===== src/hdl/crcfr_pkg.sv =====
// Shared types, constants and the CRC byte update for the CRC-16 frame receiver.
package crcfr_pkg;

    localparam logic [15:0] CRC_INIT  = 16'hFFFF;
    localparam logic [15:0] CRC_POLY  = 16'hA001;
    localparam logic [7:0]  TERM_BYTE = 8'h0A;

    localparam logic OP_BYTE    = 1'b0;
    localparam logic OP_TIMEOUT = 1'b1;

    localparam logic [1:0] ST_VALID   = 2'd0;
    localparam logic [1:0] ST_CRC_BAD = 2'd1;
    localparam logic [1:0] ST_SHORT   = 2'd2;
    localparam logic [1:0] ST_ABORT   = 2'd3;

    localparam int QDEPTH = 4;
    localparam int QAW    = $clog2(QDEPTH);

    typedef struct packed {
        logic       operation;
        logic [7:0] rx_byte;
        logic       is_term;
    } t_q_entry;

    function automatic logic [15:0] crc_feed(input logic [15:0] crc, input logic [7:0] b);
        logic [15:0] c;
        c = crc ^ {8'h00, b};
        for (int k = 0; k < 8; k++) begin
            if (c[0]) begin
                c = (c >> 1) ^ CRC_POLY;
            end else begin
                c = c >> 1;
            end
        end
        return c;
    endfunction

endpackage


===== src/hdl/crcfr_if.sv =====
// Valid/ready channel interfaces for input words and frame reports.
interface crcfr_in_if;
    logic       valid;
    logic       ready;
    logic       operation;
    logic [7:0] rx_byte;

    modport source (output valid, output operation, output rx_byte, input ready);
    modport sink   (input valid, input operation, input rx_byte, output ready);
endinterface

interface crcfr_out_if;
    logic        valid;
    logic        ready;
    logic [1:0]  status;
    logic [8:0]  frame_length;
    logic [7:0]  frame_address;
    logic [15:0] frame_crc;
    logic [15:0] calc_crc;

    modport source (output valid, output status, output frame_length, output frame_address,
                    output frame_crc, output calc_crc, input ready);
    modport sink   (input valid, input status, input frame_length, input frame_address,
                    input frame_crc, input calc_crc, output ready);
endinterface


===== src/hdl/crcfr_front.sv =====
// Front end: accepts input words, tags terminators, buffers them in a short queue.
module crcfr_front (
    input  logic                i_clk,
    input  logic                i_rst_n,
    crcfr_in_if.sink            i_in,
    input  logic                i_pop,
    output logic                o_q_valid,
    output crcfr_pkg::t_q_entry o_q_entry
);
    import crcfr_pkg::*;

    t_q_entry       r_mem [QDEPTH];
    logic [QAW-1:0] r_wr_ptr;
    logic [QAW-1:0] r_rd_ptr;
    logic [QAW:0]   r_count;
    logic           push;
    logic           pop;
    t_q_entry       in_entry;

    assign i_in.ready = (r_count != (QAW+1)'(QDEPTH));
    assign push       = i_in.valid && i_in.ready;
    assign pop        = i_pop && o_q_valid;

    assign in_entry.operation = i_in.operation;
    assign in_entry.rx_byte   = i_in.rx_byte;
    assign in_entry.is_term   = (i_in.operation == OP_BYTE) && (i_in.rx_byte == TERM_BYTE);

    assign o_q_valid = (r_count != '0);
    assign o_q_entry = r_mem[r_rd_ptr];

    always_ff @(posedge i_clk) begin
        if (push) begin
            r_mem[r_wr_ptr] <= in_entry;
        end
    end

    always_ff @(posedge i_clk) begin
        if (!i_rst_n) begin
            r_wr_ptr <= '0;
            r_rd_ptr <= '0;
            r_count  <= '0;
        end else begin
            if (push) begin
                r_wr_ptr <= r_wr_ptr + 1'b1;
            end
            if (pop) begin
                r_rd_ptr <= r_rd_ptr + 1'b1;
            end
            if (push && !pop) begin
                r_count <= r_count + 1'b1;
            end else if (pop && !push) begin
                r_count <= r_count - 1'b1;
            end
        end
    end

endmodule


===== src/hdl/crcfr_back.sv =====
// Back end: frame tracking, CRC update and the registered frame report.
module crcfr_back (
    input  logic                i_clk,
    input  logic                i_rst_n,
    input  logic [8:0]          i_limit,
    input  logic                i_q_valid,
    input  crcfr_pkg::t_q_entry i_q_entry,
    output logic                o_pop,
    crcfr_out_if.source         o_out
);
    import crcfr_pkg::*;

    localparam logic [1:0] PH_BODY = 2'd0;
    localparam logic [1:0] PH_CRC1 = 2'd1;
    localparam logic [1:0] PH_CRC2 = 2'd2;

    logic [15:0] r_crc, n_crc;
    logic [15:0] r_delay, n_delay;
    logic [8:0]  r_count, n_count;
    logic [1:0]  r_phase, n_phase;
    logic [7:0]  r_addr, n_addr;

    logic        r_out_valid;
    logic [1:0]  r_status, n_status;
    logic [8:0]  r_len, n_len;
    logic [7:0]  r_out_addr, n_out_addr;
    logic [15:0] r_rx_crc, n_rx_crc;
    logic [15:0] r_cmp_crc, n_cmp_crc;

    logic        take;
    logic        emit;
    logic        finish;
    logic [15:0] upd_crc;
    logic [15:0] upd_delay;
    logic [7:0]  upd_addr;
    logic [8:0]  upd_count;

    assign take  = i_q_valid && (!r_out_valid || o_out.ready);
    assign o_pop = take;

    // state after absorbing one byte, before the end-of-frame decision
    always_comb begin
        upd_crc   = (r_count >= 9'd2) ? crc_feed(r_crc, r_delay[7:0]) : r_crc;
        upd_delay = {i_q_entry.rx_byte, r_delay[15:8]};
        upd_addr  = (r_count == '0) ? i_q_entry.rx_byte : r_addr;
        upd_count = r_count + 9'd1;
    end

    always_comb begin
        n_crc      = r_crc;
        n_delay    = r_delay;
        n_count    = r_count;
        n_phase    = r_phase;
        n_addr     = r_addr;
        n_status   = r_status;
        n_len      = r_len;
        n_out_addr = r_out_addr;
        n_rx_crc   = r_rx_crc;
        n_cmp_crc  = r_cmp_crc;
        emit       = 1'b0;
        finish     = 1'b0;

        if (take) begin
            if (i_q_entry.operation == OP_TIMEOUT) begin
                if (r_count != '0) begin
                    emit       = 1'b1;
                    n_status   = ST_ABORT;
                    n_len      = r_count;
                    n_out_addr = r_addr;
                    n_rx_crc   = '0;
                    n_cmp_crc  = '0;
                    n_crc      = CRC_INIT;
                    n_delay    = '0;
                    n_count    = '0;
                    n_phase    = PH_BODY;
                    n_addr     = '0;
                end
            end else begin
                n_crc   = upd_crc;
                n_delay = upd_delay;
                n_addr  = upd_addr;
                n_count = upd_count;
                unique case (r_phase)
                    PH_CRC1: begin
                        n_phase = PH_CRC2;
                    end
                    PH_CRC2: begin
                        finish = 1'b1;
                    end
                    default: begin
                        if (i_q_entry.is_term) begin
                            n_phase = PH_CRC1;
                        end else if (upd_count >= i_limit - 9'd1) begin
                            finish = 1'b1;
                        end
                    end
                endcase
                if (finish) begin
                    emit       = 1'b1;
                    n_len      = upd_count;
                    n_out_addr = upd_addr;
                    if (upd_count < 9'd4) begin
                        n_status  = ST_SHORT;
                        n_rx_crc  = '0;
                        n_cmp_crc = '0;
                    end else begin
                        n_status  = (upd_delay == upd_crc) ? ST_VALID : ST_CRC_BAD;
                        n_rx_crc  = upd_delay;
                        n_cmp_crc = upd_crc;
                    end
                    n_crc   = CRC_INIT;
                    n_delay = '0;
                    n_count = '0;
                    n_phase = PH_BODY;
                    n_addr  = '0;
                end
            end
        end
    end

    always_ff @(posedge i_clk) begin
        if (!i_rst_n) begin
            r_crc       <= CRC_INIT;
            r_delay     <= '0;
            r_count     <= '0;
            r_phase     <= PH_BODY;
            r_addr      <= '0;
            r_out_valid <= 1'b0;
        end else begin
            r_crc   <= n_crc;
            r_delay <= n_delay;
            r_count <= n_count;
            r_phase <= n_phase;
            r_addr  <= n_addr;
            if (emit) begin
                r_out_valid <= 1'b1;
            end else if (o_out.ready) begin
                r_out_valid <= 1'b0;
            end
        end
    end

    always_ff @(posedge i_clk) begin
        r_status   <= n_status;
        r_len      <= n_len;
        r_out_addr <= n_out_addr;
        r_rx_crc   <= n_rx_crc;
        r_cmp_crc  <= n_cmp_crc;
    end

    assign o_out.valid         = r_out_valid;
    assign o_out.status        = r_status;
    assign o_out.frame_length  = r_len;
    assign o_out.frame_address = r_out_addr;
    assign o_out.frame_crc     = r_rx_crc;
    assign o_out.calc_crc      = r_cmp_crc;

endmodule


===== src/hdl/crc16_frame_receiver.sv =====
// Top level: frame size register, front queue and back-end frame engine.
//
//  channel   dir  fields                                          handshake
//  i_in      in   operation, rx_byte                              valid/ready
//  o_out     out  status, frame_length, frame_address,            valid/ready
//                 frame_crc, calc_crc
//  i_cfg_*   in   max_frame_len                                   write enable
//
// One word per cycle unless stalled; a word is stored in the 4-entry queue,
// then reaches the report register once the back end takes it.
// Back end: one word per cycle unless stalled (byte CRC update, compare).
// Reset is synchronous: queue empty, frame state cleared, size register 256.
// A stalled report holds the back end; the queue keeps taking words until full.
module crc16_frame_receiver #(
    parameter int MAX_FRAME = 256
) (
    input  logic       i_clk,
    input  logic       i_rst_n,
    input  logic       i_cfg_we,
    input  logic [8:0] i_cfg_wdata,
    crcfr_in_if.sink   i_in,
    crcfr_out_if.source o_out
);
    import crcfr_pkg::*;

    localparam int          LIM_TOP_I = (MAX_FRAME < 256) ? MAX_FRAME : 256;
    localparam logic [8:0]  LIM_TOP   = 9'(LIM_TOP_I);

    logic [8:0] r_max_len;
    logic [8:0] limit;
    logic       q_valid;
    logic       pop;
    t_q_entry   q_entry;

    always_ff @(posedge i_clk) begin
        if (!i_rst_n) begin
            r_max_len <= 9'd256;
        end else if (i_cfg_we) begin
            r_max_len <= i_cfg_wdata;
        end
    end

    // effective frame size limit clamped to the range 2..LIM_TOP
    always_comb begin
        if (r_max_len > LIM_TOP) begin
            limit = LIM_TOP;
        end else if (r_max_len < 9'd2) begin
            limit = 9'd2;
        end else begin
            limit = r_max_len;
        end
    end

    crcfr_front u_front (
        .i_clk     (i_clk),
        .i_rst_n   (i_rst_n),
        .i_in      (i_in),
        .i_pop     (pop),
        .o_q_valid (q_valid),
        .o_q_entry (q_entry)
    );

    crcfr_back u_back (
        .i_clk     (i_clk),
        .i_rst_n   (i_rst_n),
        .i_limit   (limit),
        .i_q_valid (q_valid),
        .i_q_entry (q_entry),
        .o_pop     (pop),
        .o_out     (o_out)
    );

endmodule


===== src/flat_wrapper.sv =====
// flat-port wrapper written by rule: the top's interface ports become plain ports
module crc16_frame_receiver_flat import crcfr_pkg::*;
#(
    parameter int MAX_FRAME = 256
)
  (i_clk, i_rst_n, i_cfg_we, i_cfg_wdata, i_in_valid, i_in_operation, i_in_rx_byte, i_in_ready, o_out_valid, o_out_status, o_out_frame_length, o_out_frame_address, o_out_frame_crc, o_out_calc_crc, o_out_ready);
  crcfr_in_if i_in_i ();
  crcfr_out_if o_out_i ();
  input  logic i_clk;
  input  logic i_rst_n;
  input  logic i_cfg_we;
  input  logic [8:0] i_cfg_wdata;
  input wire logic [$bits(i_in_i.valid)-1:0] i_in_valid;
  input wire logic [$bits(i_in_i.operation)-1:0] i_in_operation;
  input wire logic [$bits(i_in_i.rx_byte)-1:0] i_in_rx_byte;
  output wire logic [$bits(i_in_i.ready)-1:0] i_in_ready;
  output wire logic [$bits(o_out_i.valid)-1:0] o_out_valid;
  output wire logic [$bits(o_out_i.status)-1:0] o_out_status;
  output wire logic [$bits(o_out_i.frame_length)-1:0] o_out_frame_length;
  output wire logic [$bits(o_out_i.frame_address)-1:0] o_out_frame_address;
  output wire logic [$bits(o_out_i.frame_crc)-1:0] o_out_frame_crc;
  output wire logic [$bits(o_out_i.calc_crc)-1:0] o_out_calc_crc;
  input wire logic [$bits(o_out_i.ready)-1:0] o_out_ready;
  assign i_in_i.valid = i_in_valid;
  assign i_in_i.operation = i_in_operation;
  assign i_in_i.rx_byte = i_in_rx_byte;
  assign i_in_ready = i_in_i.ready;
  assign o_out_valid = o_out_i.valid;
  assign o_out_status = o_out_i.status;
  assign o_out_frame_length = o_out_i.frame_length;
  assign o_out_frame_address = o_out_i.frame_address;
  assign o_out_frame_crc = o_out_i.frame_crc;
  assign o_out_calc_crc = o_out_i.calc_crc;
  assign o_out_i.ready = o_out_ready;
  crc16_frame_receiver #(.MAX_FRAME(MAX_FRAME)) u_core (.i_clk(i_clk), .i_rst_n(i_rst_n), .i_cfg_we(i_cfg_we), .i_cfg_wdata(i_cfg_wdata), .i_in(i_in_i), .o_out(o_out_i));
endmodule

===== config.mk =====
export PLATFORM = sky130hd
export DESIGN_NAME = crc16_frame_receiver_flat
export DESIGN_NICKNAME = d
export VERILOG_FILES = /design/src/hdl/crcfr_pkg.sv /design/src/hdl/crcfr_if.sv /design/src/hdl/crcfr_front.sv /design/src/hdl/crcfr_back.sv /design/src/hdl/crc16_frame_receiver.sv /design/src/flat_wrapper.sv
export SDC_FILE = /design/constraint.sdc
export NUM_CORES = 1
export LEC_CHECK = 0
export BUFFER_PORTS_ARGS = -buffer_cell sky130_fd_sc_hd__buf_2
export CAP_MARGIN = 15
export CORE_MARGIN = 5
export CORE_UTILIZATION = 41
export DETAILED_ROUTE_END_ITERATION = 7
export PLACE_DENSITY = 0.69
export SLEW_MARGIN = 10
export SYNTH_ARGS = -nofsm -noshare
export SYNTH_HDL_FRONTEND = slang
export SYNTH_HIERARCHICAL = 1
export SYNTH_SLANG_ARGS = --single-unit

===== constraint.sdc =====
create_clock -name i_clk -period 4.9 [get_ports i_clk]
set_input_delay 1.225 -clock i_clk [delete_from_list [all_inputs] [get_ports i_clk]]
set_output_delay 1.225 -clock i_clk [all_outputs]
set_load 0.02 [all_outputs]

Yosys cells after proc, flatten, opt, wreduce, memory -nomap -nowiden
Memory sizes are Yosys's and may differ from the RTL's. A register that Yosys moved wholly into a read port is not among the register bits. Index checks and enable logic that the tools add are counted.

Add/sub/neg operators: 6. Bitwise operators: 10. Shift operators: 0. Div/mod/pow operators: 0. Multiply operators: 0. Equality and inequality tests: 7. Mux-type cells: 63. Reductions and logical operators: 20. $lt $le $gt $ge: 5.

Operators with widths (number): $mux W16 (21); $mux W9 (8); $mux W8 (7); $not A2 Y3 (8); $mux W2 (10); $eq A16 B16 Y1 (1); $xor A16 B8 Y16 (1); $mux W1 (13); $add A9 B1 Y9 const B (1); $ge A9 B2 Y1 const B (1); $ge A9 B9 Y1 (1); $gt A9 B9 Y1 const B (1); $logic_not A9 Y1 (1); $lt A9 B2 Y1 const B (1); $lt A9 B3 Y1 const B (1); $reduce_bool A9 Y1 (1); $sub A9 B1 Y9 const B (1); $eq A8 B4 Y1 const B (1); $logic_and A1 B1 Y1 (6); $mux W3 (2); $reduce_bool A2 Y1 (3); $add A2 B1 Y2 const B (2); $pmux W2 S2 (1); $reduce_and A4 Y1 (1); other kinds (15) (17).

Latch bits: 0. Bits of input ports: 23. ROM bits: 0. Memories kept: 1. Output and inout bits: 53. Word-level logic and storage cells: 127. Register bits after elaboration: 119. Memory bits (writable): 40.

Memory list: u_core.u_front.r_mem (depth 4, bits a word 10, rd ports 1, clocked after memory_dff 1, write ports 1, line crcfr_front.sv:12) `t_q_entry r_mem [QDEPTH];`.

Logic depth before layout (Yosys ltp)
Gate-level depths: netlist of run 1.

Depth in word-level cells: 23. Gate-level depth with buffers: 16. Depth with buffers taken out: 14.

Hierarchy
The synthesis of run 1 kept the hierarchy.

By module, submodules not included: crcfr_back (cells an instance 526, seq. area each 2572.5 um^2, area an instance 5266.3 um^2, times used 1); crcfr_front (cells an instance 103, seq. area each 1381.3 um^2, area an instance 1968.1 um^2, times used 1); crc16_frame_receiver (cells an instance 41, seq. area each 180.2 um^2, area an instance 417.9 um^2, times used 1).

Least setup slack after synthesis of run 1
OpenSTA, ideal clock, no wires.

Path type: register to register. Start: register u_core.r_max_len[6]. End: register u_core.u_back.r_cmp_crc[0] (netlist: u_core/u_back/o_out.calc_crc[0]) (enable). Arrival time: 3912 ps. Required time: 4495 ps. Cell stages (with the launch flop): 15. Path buffers: 0. Slack: 583 ps. Setup time: 405 ps. Cells stage by stage: dfxtp_1 or4_4 o41a_1 inv_1 ha_1 inv_1 nor4_1 xnor2_1 ha_1 o21a_1 nor2_1 nor3b_1 a211o_1 nand2_1 inv_1.

Cells in the longest elaborated chain, start to end: 12. Elaborated cells on any way between the ends: 13. Classes of those cells: 1 x add/sub; 3 x order compare; 7 x mux; 2 x reduce/logical.

RTL lines: start: declaration (line crc16_frame_receiver.sv:29) `logic [8:0] r_max_len;`; start signal: assignment (line crc16_frame_receiver.sv:39) `r_max_len <= i_cfg_wdata;`; $lt A9 B2 Y1 (line crc16_frame_receiver.sv:47) `end else if (r_max_len < 9'd2) begin`; $mux W9 (line crc16_frame_receiver.sv:47); $mux W9 * (line crc16_frame_receiver.sv:45) `if (r_max_len > LIM_TOP) begin`; named net u_core.limit[0] (line crc16_frame_receiver.sv:30) `logic [8:0] limit;`; $sub A9 B1 Y9 * (line crcfr_back.sv:93) `end else if (upd_count >= i_limit - 9'd1) begin`; $ge A9 B9 Y1 * (line crcfr_back.sv:93); $mux W1 * (line crcfr_back.sv:93); $mux W1 * (line crcfr_back.sv:91) `if (i_q_entry.is_term) begin`; $pmux W1 S2 * (line crcfr_back.sv:83) `unique case (r_phase)`; $mux W1 * (line crcfr_back.sv:64) `if (i_q_entry.operation == OP_TIMEOUT) begin`; $mux W1 * (line crcfr_back.sv:63) `if (take) begin`; $reduce_bool A2 Y1 (no source line) *; $reduce_and A3 Y1 (no source line) *; end signal: assignment (line crcfr_back.sv:148) `r_cmp_crc <= n_cmp_crc;`; end: declaration (line crcfr_back.sv:28) `logic [15:0] r_cmp_crc, n_cmp_crc;`.

The timed path passes the listed nets; every way through them passes the cells marked *. The select of a mux whose other input is x is not followed. A chain may end at the register's enable or synchronous reset.

Worst setup path after layout of run 1
Start: register u_core.r_max_len[6]. End: register u_core.u_back.r_cmp_crc[6] (netlist: u_core/u_back/o_out.calc_crc[6]) (enable).

Same word-level chain as after synthesis.

==> reports/summary.txt, run 1 <==
status: finished clean
largest family of logic cells by synthesized area: simple AND/OR/NAND/NOR gates
Most used DFF post-synth: edfxtp_1
DRT iter0 DRCs: 243
number of enable flip-flop cells after synthesis: 91
CTS buffer count: 17
simple-gate share of the synthesized area: 0.155
num ports: 76
Bufs on Longest Clock Path: 2
internal power: 3.23 mW
Mapped Area: 7650 µm²
Rel. slew slack: 0.350
Tot Pwr: 5.01 mW
Hold Vio Cnt, Final: 0
fin area: 8860 µm²
peak per-stage delay on the critical path: 530 ps
Starting Density: 0.413
number of max-cap violations: 0
vias in the first global route: 5104
RSZ-0062 raised after global routing: false
Syn Nets: 715
final-layout fill cell count: 1700
most common cell in the netlist: edfxtp_1
# clock sinks: 161
Synth Area in Compound Gates: 0.0886
max-slew violation count: 0
worst-skew pair later-pin latency: 420 ps
Post-CTS Resized: 0
Reg area: 4130 µm²
overall routing resource usage: 0.155
vias per cell: 5.30
GPL Wtd Cong: 0.844
share of the synthesized area in the top cell type: 0.357
hold slack: 464 ps
CTS root buf: clkbuf_16
CP Max Fanout: 26
leading post-synthesis cells by cell area: edfxtp_1, dfxtp_1, xnor2_1, nand2_1, ha_1
final core utilization: 0.478
post-synthesis cell type with the largest combined area: edfxtp_1
nets: 785
total gr overflow: 0
most frequent cells after synthesis: edfxtp_1, nand2_1, dfxtp_1
Setup TNS: 0 ps
DP Cell Count: 955
area of the multi-input gates: 3300 µm²
PnR worst setup slack: 968 ps
Worst R2R Path Depth: 15
H-tree depth: 4
worst hold start: u_core/u_back/r_delay[3]
sequential fraction of the synthesis area: 0.540
Post-Syn Instances: 670
pwr dens: 566 nW/µm²
post-synthesis xor/xnor area fraction: 0.0845
Setup Fix Bufs, Post-CTS: 0
Final ANT Viol Nets: 0
WP data required: 4980 ps
global-route wire length before repair: 26700 µm
Rows: 50
Layout area overhead: 15.7%
Die W: 147 µm
largest net degree at the start of global routing: 34
Worst-Margin Slew: 971 ps
WL final: 16300 µm
final period demand of the worst path: 3930 ps
Worst-path clk slew: 60 ps
crit path DAT: 4010 ps
CTS tree: done
CP max stage cell: or4_4
hold bufs inserted after CTS: 0
hold endpoint: u_core/u_back/r_delay[3]
Post-Synth Adder-Cell Area: 0.0370
Die Ht: 147 µm
Tcrit/Tclk final: 0.803
worst r2r dst: u_core/u_back/o_out.calc_crc[6]
Largest delay share family, worst path: simple AND/OR/NAND/NOR gates
Final Non-Filler Cells: 987
placed inst area: 8240 µm²
IO Port Bufs: 75
die area: 21500 µm²
CP Cell Sequence: or4_4, o41a_1, inv_1, ha_1, inv_1, nor4_1, xnor2_1, ha_1, o21a_1, nor2_1, nor3b_1, a211o_1, nand2_1, inv_2, buf_4
Hold WC Path Type: reg -> reg
clock share of power: 0.276
Async SR Flop Fraction: 0
syn avg cell area: 11.4 µm²
Wirelength per Cell: 16.5 µm
Buf/Inv on CP: 4
Worst Hold Path Cells: 2
DRT Pass-1 Iters: 5
DR DRC count: 0
Antenna Cells: 0
mux cell area share after synthesis: 0.0662
Worst Setup Path Type: reg -> reg
Worst Setup Start Kind: flip-flop
worst reg-to-reg setup slack: 970 ps
clock skew: 9.68 ps
layout cell share with drive strength beyond 1: 0.201
Vias: 5230
dpl ws: 986 ps
detailed placement HPWL: 11400 µm
Setup crit end kind: flip-flop
Yosys cell types: 68
Yosys warning total: 6
sw frac: 0.356
reg-to-reg startpoint: u_core/r_max_len[6]
Sequential Power Share: 0.386
core area: 18500 µm²
fmax: 254 MHz
initial antenna violation count: 0
Yosys reg bits: 161
endpoints failing setup: 0
logic gate share of total power: 0.338
P_leak: 3.43 nW
P_sw: 1.78 mW
Max VDD drop: 271 µV
[worst max path at each step]
stage / to / slack (ps) / cells past startpoint / start
global placement: u_core/u_back/o_out.calc_crc[10] / 1060 / 15 / u_core/r_max_len[6]
floorplan: u_core/u_back/o_out.calc_crc[0] / 580 / 14 / u_core/r_max_len[6]
finish: u_core/u_back/o_out.calc_crc[6] / 970 / 15 / u_core/r_max_len[6]
global route: u_core/u_back/o_out.calc_crc[6] / 620 / 15 / u_core/r_max_len[6]
detailed placement: u_core/u_back/o_out.calc_crc[6] / 990 / 15 / u_core/r_max_len[6]
CTS: u_core/u_back/o_out.frame_crc[2] / 930 / 15 / u_core/r_max_len[6]
[layer usage]
layer	track usage	wire length, µm
met5	0	0
met4	0.0372	110
met3	0.0394	891
met2	0.256	8000
met1	0.206	7310
[registers in the layout (all words and copies together) (netlist names), named ones only]
signal and count:
u_core/u_back/o_out.calc_crc 16, u_core/u_back/o_out.valid 1, u_core/u_back/r_count 9, u_core/u_front/r_mem 40
u_core/u_back/o_out.frame_length 9, u_core/r_max_len 9, u_core/u_back/o_out.frame_crc 16, u_core/u_back/r_phase 2
u_core/u_back/r_addr 8, u_core/u_back/r_delay 16, u_core/u_front/r_wr_ptr 2, u_core/u_front/r_count 3
u_core/u_front/r_rd_ptr 2, u_core/u_back/o_out.frame_address 8, u_core/u_back/o_out.status 2, u_core/u_back/r_crc 16
[worst register-to-register path: stages, from the launching register on]
cell and delay, ps:
dfxtp_1 320, or4_4 530, o41a_1 350, inv_1 90
ha_1 200, inv_1 70, nor4_1 300, xnor2_1 110
ha_1 280, o21a_1 110, nor2_1 40, nor3b_1 360
a211o_1 300, nand2_1 110, inv_2 80, buf_4 310
[layout make-up]
class | instances | area share
sequential | 161 | 0.467
multi-input combinational | 459 | 0.373
timing repair buffer | 84 | 0.0500
clock buffer | 19 | 0.0489
tap | 234 | 0.0331
clock inverter | 13 | 0.0209
inverter | 17 | 0.00721
[kinds of logic after synthesis]
logic type | after synthesis
AND/OR/NAND/NOR | 239
flip-flops | 161
AO/OA/AOI/OAI | 96
XOR/XNOR | 65
buffers and inverters | 50
multiplexers | 37
adder cells (fa/ha/maj) | 22
[layout by cell type (no fill, tap or decap), types with 3 or more instances in the layout]
cell type   n
nand3_1    38
a211oi_1    6
nand2_1    77
nor2b_1    20
and3_1      7
a32o_1      8
a31oi_1     3
inv_1      12
o21ai_0     9
bufinv_16   4
edfxtp_1   91
xor2_1     16
nor2_1     35
ha_1       21
nand2b_1    5
buf_4       9
buf_2      75
nor3_1      6
nor4_1      6
o211ai_1   10
a32oi_1     3
mux2i_1    18
clkbuf_16  17
a21oi_1    37
mux2_2      9
xnor2_2     3
and2_1     27
mux4_2     10
clkinv_1    3
xnor2_1    42
dfxtp_1    70
nand4_1     4
nor3b_1     3
[power groups by stage]
stage | Clock [mW] | Sequential [mW] | Combinational [mW]
6_report | 1.38 | 1.94 | 1.69
2_1_floorplan | 0 | 2.05 | 1.12
5_1_grt | 1.48 | 1.97 | 1.85
3_5_place_dp | 0 | 1.97 | 1.69
3_3_place_gp | 0 | 1.97 | 1.67
4_1_cts | 1.42 | 1.94 | 1.71
Note: power is estimated with default switching activity, not from simulation.
==> inputs of run 2 (changes only) <==
--- a/config.mk
+++ b/config.mk
@@ -10,7 +10,7 @@
 export CORE_MARGIN = 5
 export CORE_UTILIZATION = 41
 export DETAILED_ROUTE_END_ITERATION = 7
-export PLACE_DENSITY = 0.69
+export PLACE_DENSITY = 0.71
 export SLEW_MARGIN = 10
 export SYNTH_ARGS = -nofsm -noshare
 export SYNTH_HDL_FRONTEND = slang
==> constraint.sdc (replaced) <==
create_clock -name i_clk -period 3.4 [get_ports i_clk]
set_input_delay 0.85 -clock i_clk [delete_from_list [all_inputs] [get_ports i_clk]]
set_output_delay 0.85 -clock i_clk [all_outputs]
set_load 0.02 [all_outputs]
==> reports/summary.txt, run 2 (synthesis gave the netlist of run 1 again) <==
status: finished with violations
failing checks: negative setup slack
num ports: 76
nets: 822
Worst R2R Path Depth: 14
GPL Wtd Cong: 0.854
pwr dens: 802 nW/µm²
placed inst area: 8490 µm²
most flop-heavy register: u_core/u_front/r_mem
clock share of power: 0.259
Tcrit/Tclk final: 1.05
Buf/Inv on CP: 2
Worst Setup Path Type: reg -> reg
hold endpoint: u_core/u_back/r_delay[1]
P_leak: 3.66 nW
die area: 21500 µm²
# clock sinks: 161
H-tree depth: 4
endpoints failing setup: 94
CP max stage cell: or4_4
fin area: 9380 µm²
peak per-stage delay on the critical path: 540 ps
CP Max Fanout: 6
Max VDD drop: 532 µV
number of max-cap violations: 0
internal power: 4.81 mW
vias per cell: 5.19
overall routing resource usage: 0.160
Vias: 5319
CTS root buf: clkbuf_16
worst reg-to-reg setup slack: -180 ps
fmax: 279 MHz
Bufs on Longest Clock Path: 2
Rel. slew slack: 0.486
Hold WC Path Type: reg -> reg
WP data required: 3750 ps
PnR worst setup slack: -178 ps
Setup crit end kind: flip-flop
Setup TNS: -8730 ps
Rows: 50
core area: 18500 µm²
Die Ht: 147 µm
DR DRC count: 0
hold bufs inserted after CTS: 0
crit path DAT: 3930 ps
Final ANT Viol Nets: 0
WL final: 16700 µm
Sequential Power Share: 0.368
reg-to-reg startpoint: u_core/r_max_len[6]
Die W: 147 µm
Worst-path clk slew: 60 ps
Worst Hold Path Cells: 2
RSZ-0062 raised after global routing: true
IO Port Bufs: 75
detailed placement HPWL: 11600 µm
clock skew: 12.4 ps
total gr overflow: 0
commonest cells after routing, fill and taps aside: edfxtp_1, buf_2, nand2_1
Antenna Cells: 0
P_sw: 2.72 mW
Largest register FFs: 40
Hold Vio Cnt, Final: 0
Layout area overhead: 22.5%
Worst-Margin Slew: 760 ps
CTS buffer count: 17
max-slew violation count: 0
Worst Setup Start Kind: flip-flop
commonest non-fill, non-tap cell in the layout: edfxtp_1
DRT iter0 DRCs: 306
layout cell share with drive strength beyond 1: 0.282
Tot Pwr: 7.52 mW
Starting Density: 0.413
worst r2r dst: u_core/u_back/r_count[5]
sw frac: 0.361
final core utilization: 0.506
worst hold start: u_core/u_back/r_delay[1]
final period demand of the worst path: 3580 ps
global-route wire length before repair: 27500 µm
worst-skew pair later-pin latency: 430 ps
Largest delay share family, worst path: simple AND/OR/NAND/NOR gates
initial antenna violation count: 0
CP Cell Sequence: or4_4, o41a_1, inv_2, ha_4, inv_4, nor4_4, xnor2_1, ha_1, o21a_1, nor2_1, nor3b_2, a211o_2, or4_1, a31oi_1
largest net degree at the start of global routing: 34
vias in the first global route: 5337
CTS tree: done
Wirelength per Cell: 16.3 µm
DRT Pass-1 Iters: 7
logic gate share of total power: 0.373
==> run 2: area by class of cell <==
class | instances | area (µm²)
fillers | 1647 | 9140
flip-flops and latches | 161 | 4140
multi-input cells | 459 | 3480
repair buffers | 121 | 787
clock buffers | 17 | 425
well taps | 234 | 293
clock inverters | 15 | 184
inverters | 17 | 70.1
==> run 2: worst max-delay path by stage <==
stage | startpoint | to | slack [ps] | depth (start not counted)
after floorplan | u_core/r_max_len[6] | u_core/u_back/o_out.calc_crc[0] | -520 | 14
after global placement | u_core/r_max_len[6] | u_core/u_back/o_out.frame_length[1] | -140 | 15
after detailed placement | u_core/r_max_len[6] | u_core/u_back/o_out.frame_length[3] | -220 | 15
after CTS | u_core/r_max_len[6] | u_core/u_back/o_out.frame_length[7] | -190 | 15
after global routing | u_core/r_max_len[6] | u_core/u_back/r_count[5] | -360 | 14
final | u_core/r_max_len[6] | u_core/u_back/r_count[5] | -180 | 14
==> run 2: power by group through the flow <==
stage	Sequential (mW)	Combinational [mW]	Clock, mW
3_5_place_dp	2.81	2.62	0
4_1_cts	2.77	2.69	1.99
6_report	2.77	2.81	1.95
5_1_grt	2.82	3.05	2.08
2_1_floorplan	2.95	1.63	0
3_3_place_gp	2.81	2.58	0
==> run 2: worst reg2reg max path: cells and delay by family (launching register included) <==
kind            cells  cell delay (ps)
simple gates        5             1440
compound gates      4             1040
fa+ha+maj           2              420
flops               1              320
buf+inv             2              150
xor+xnor            1              150
==> run 2: layer usage <==
layer	track usage	wire (µm)	up-vias
met2	0.264	8310	129
met3	0.0410	736	15
met4	0.0489	195	0
met1	0.206	7480	2547
li1	-	-	2628
met5	0	0	-
==> run 2: per-stage QoR <==
step,cells,hold WS [ps],setup slack [ps]
after detailed placement,981,459,-225
after CTS,1019,468,-190
after global placement,981,454,-136
after floorplan,670,444,-519
final,1024,478,-178
after global routing,1024,495,-364
==> run 2: repair_timing <==
item	4_1_cts	5_1_grt
resized for setup	16	40
gates cloned	1	1
pin swaps	8	27
endpoints found under the hold margin	0	0
setup endpoints to repair	101	102
setup buffers	5	4
==> inputs of run 3 (changes only) <==
--- a/config.mk
+++ b/config.mk
@@ -10,7 +10,6 @@
 export CORE_MARGIN = 5
 export CORE_UTILIZATION = 41
 export DETAILED_ROUTE_END_ITERATION = 7
-export PLACE_DENSITY = 0.71
 export SLEW_MARGIN = 10
 export SYNTH_ARGS = -nofsm -noshare
 export SYNTH_HDL_FRONTEND = slang
==> reports/summary.txt, run 3 (synthesis gave the netlist of run 1 again) <==
status: finished with violations
failing checks: negative setup slack
total gr overflow: 0
area of the multi-input gates: 3470 µm²
Worst Setup Path Type: reg -> reg
hold bufs inserted after CTS: 0
P_leak: 3.65 nW
RSZ-0062 raised after global routing: true
# clock sinks: 161
Worst Hold Path Cells: 2
vias in the first global route: 5337
Hold Vio Cnt, Final: 0
WL final: 17000 µm
hold slack: 469 ps
Final ANT Viol Nets: 0
Reg area: 4140 µm²
Tcrit/Tclk final: 1.04
commonest cells after routing, fill and taps aside: edfxtp_1, buf_2, nand2_1
hold endpoint: u_core/u_back/r_delay[7]
CP max stage cell: or4_4
vias per cell: 5.24
IO Port Bufs: 75
Bufs on Longest Clock Path: 2
crit path DAT: 3880 ps
Die W: 147 µm
pwr dens: 804 nW/µm²
Largest register FFs: 40
Setup TNS: -10330 ps
endpoints failing setup: 99
met2 Use GR: 0.266
DP Cell Count: 982
Worst-Margin Slew: 991 ps
Die Ht: 147 µm
Hold WC Path Type: reg -> reg
CTS buffer count: 17
M1 GR Usage: 0.210
die area: 21500 µm²
num ports: 76
DR DRC count: 0
number of max-cap violations: 0
Layout area overhead: 22.5%
worst reg-to-reg setup slack: -150 ps
H-tree depth: 4
worst r2r dst: u_core/u_back/r_count[3]
clock skew: 8.15 ps
gr busiest metal: met2
most flop-heavy register: u_core/u_front/r_mem
GPL Wtd Cong: 0.838
Final Non-Filler Cells: 1025
commonest non-fill, non-tap cell in the layout: edfxtp_1
Max VDD drop: 368 µV
Worst Setup Start Kind: flip-flop
Worst-path clk slew: 70 ps
placed inst area: 8510 µm²
reg-to-reg startpoint: u_core/r_max_len[6]
Rel. slew slack: 0.337
Wirelength per Cell: 16.6 µm
Antenna Cells: 0
Buf/Inv on CP: 5
max-slew violation count: 0
Largest delay share family, worst path: compound AO/OA/AOI/OAI gates
dpl ws: -200 ps
Setup crit end kind: flip-flop
CP Cell Sequence: or4_4, o41a_1, inv_2, ha_4, inv_1, nor4_2, xnor2_1, ha_1, o21a_1, nor2_1, nor3b_2, buf_4, a211oi_4, buf_4, buf_6, nand3_2, a311oi_2
CTS root buf: clkbuf_16
worst-skew pair later-pin latency: 420 ps
met3 Usage GRT: 0.0338
DRT iter0 DRCs: 367
Vias: 5369
PnR worst setup slack: -146 ps
WP data required: 3740 ps
most frequent CP cell: buf_4
fmax: 282 MHz
nets: 823
initial antenna violation count: 0
CP Max Fanout: 6
Starting Density: 0.413
core area: 18500 µm²
CTS tree: done
overall routing resource usage: 0.160
Worst R2R Path Depth: 17
largest net degree at the start of global routing: 27
worst hold start: u_core/u_back/r_delay[7]
detailed placement HPWL: 12100 µm
final-layout fill cell count: 1630
peak per-stage delay on the critical path: 530 ps
Rows: 50
global-route wire length before repair: 27600 µm
DRT Pass-1 Iters: 5
final period demand of the worst path: 3550 ps
layout cell share with drive strength beyond 1: 0.278
fin area: 9370 µm²
run 3: where the power goes:
group | total (mW) | switching (mW) | internal (mW)
clock network | 1.86 | 0.876 | 0.987
registers | 2.77 | 0.258 | 2.51
logic | 2.91 | 1.72 | 1.19
total | 7.54 | 2.85 | 4.68
run 3: area by class of cell:
cell class / instances / share of cell area
Sequential cell: 161 / 0.441
Tap cell: 234 / 0.0312
Clock inverter: 15 / 0.0175
Timing Repair Buffer: 122 / 0.0872
Inverter: 17 / 0.00721
Multi-Input combinational cell: 459 / 0.370
Clock buffer: 17 / 0.0454
run 3: tightest hold or removal path, stage by stage, from the launching register on:
cell,delay (ps)
dfxtp_1,320
nand2_1,50
a21oi_1,50
run 3: layer usage:
metal,wire length [µm],up-vias
met3,683,15
met4,170,0
met5,0,-
met2,8480,117
li1,-,2636
met1,7630,2601
run 3: per-stage QoR:
| step | total power [mW] | utilization |
|---|---|---|
| after floorplan | 4.58 | - |
| after global placement | 5.40 | 0.459 |
| after detailed placement | 5.48 | 0.459 |
| after CTS | 7.52 | 0.499 |
| after global routing | 7.97 | 0.506 |
| final | 7.54 | 0.506 |
run 3: what timing repair did:
action	4_1_cts	5_1_grt
gates cloned	1	0
gates resized for setup	9	31
endpoints found under the setup margin	93	102
pin swaps	22	15
buffers inserted	9	1
run 3: worst max-delay path by stage:
stage,to,depth (start not counted),start,slack (ps)
after global placement,u_core/u_back/o_out.calc_crc[11],15,u_core/r_max_len[6],-180
final,u_core/u_back/r_count[3],17,u_core/r_max_len[6],-150
after floorplan,u_core/u_back/o_out.calc_crc[0],14,u_core/r_max_len[6],-520
after CTS,u_core/u_back/r_count[5],14,u_core/r_max_len[6],-140
after global routing,u_core/u_back/r_count[3],17,u_core/r_max_len[6],-370
after detailed placement,u_core/u_back/o_out.calc_crc[6],15,u_core/r_max_len[6],-200
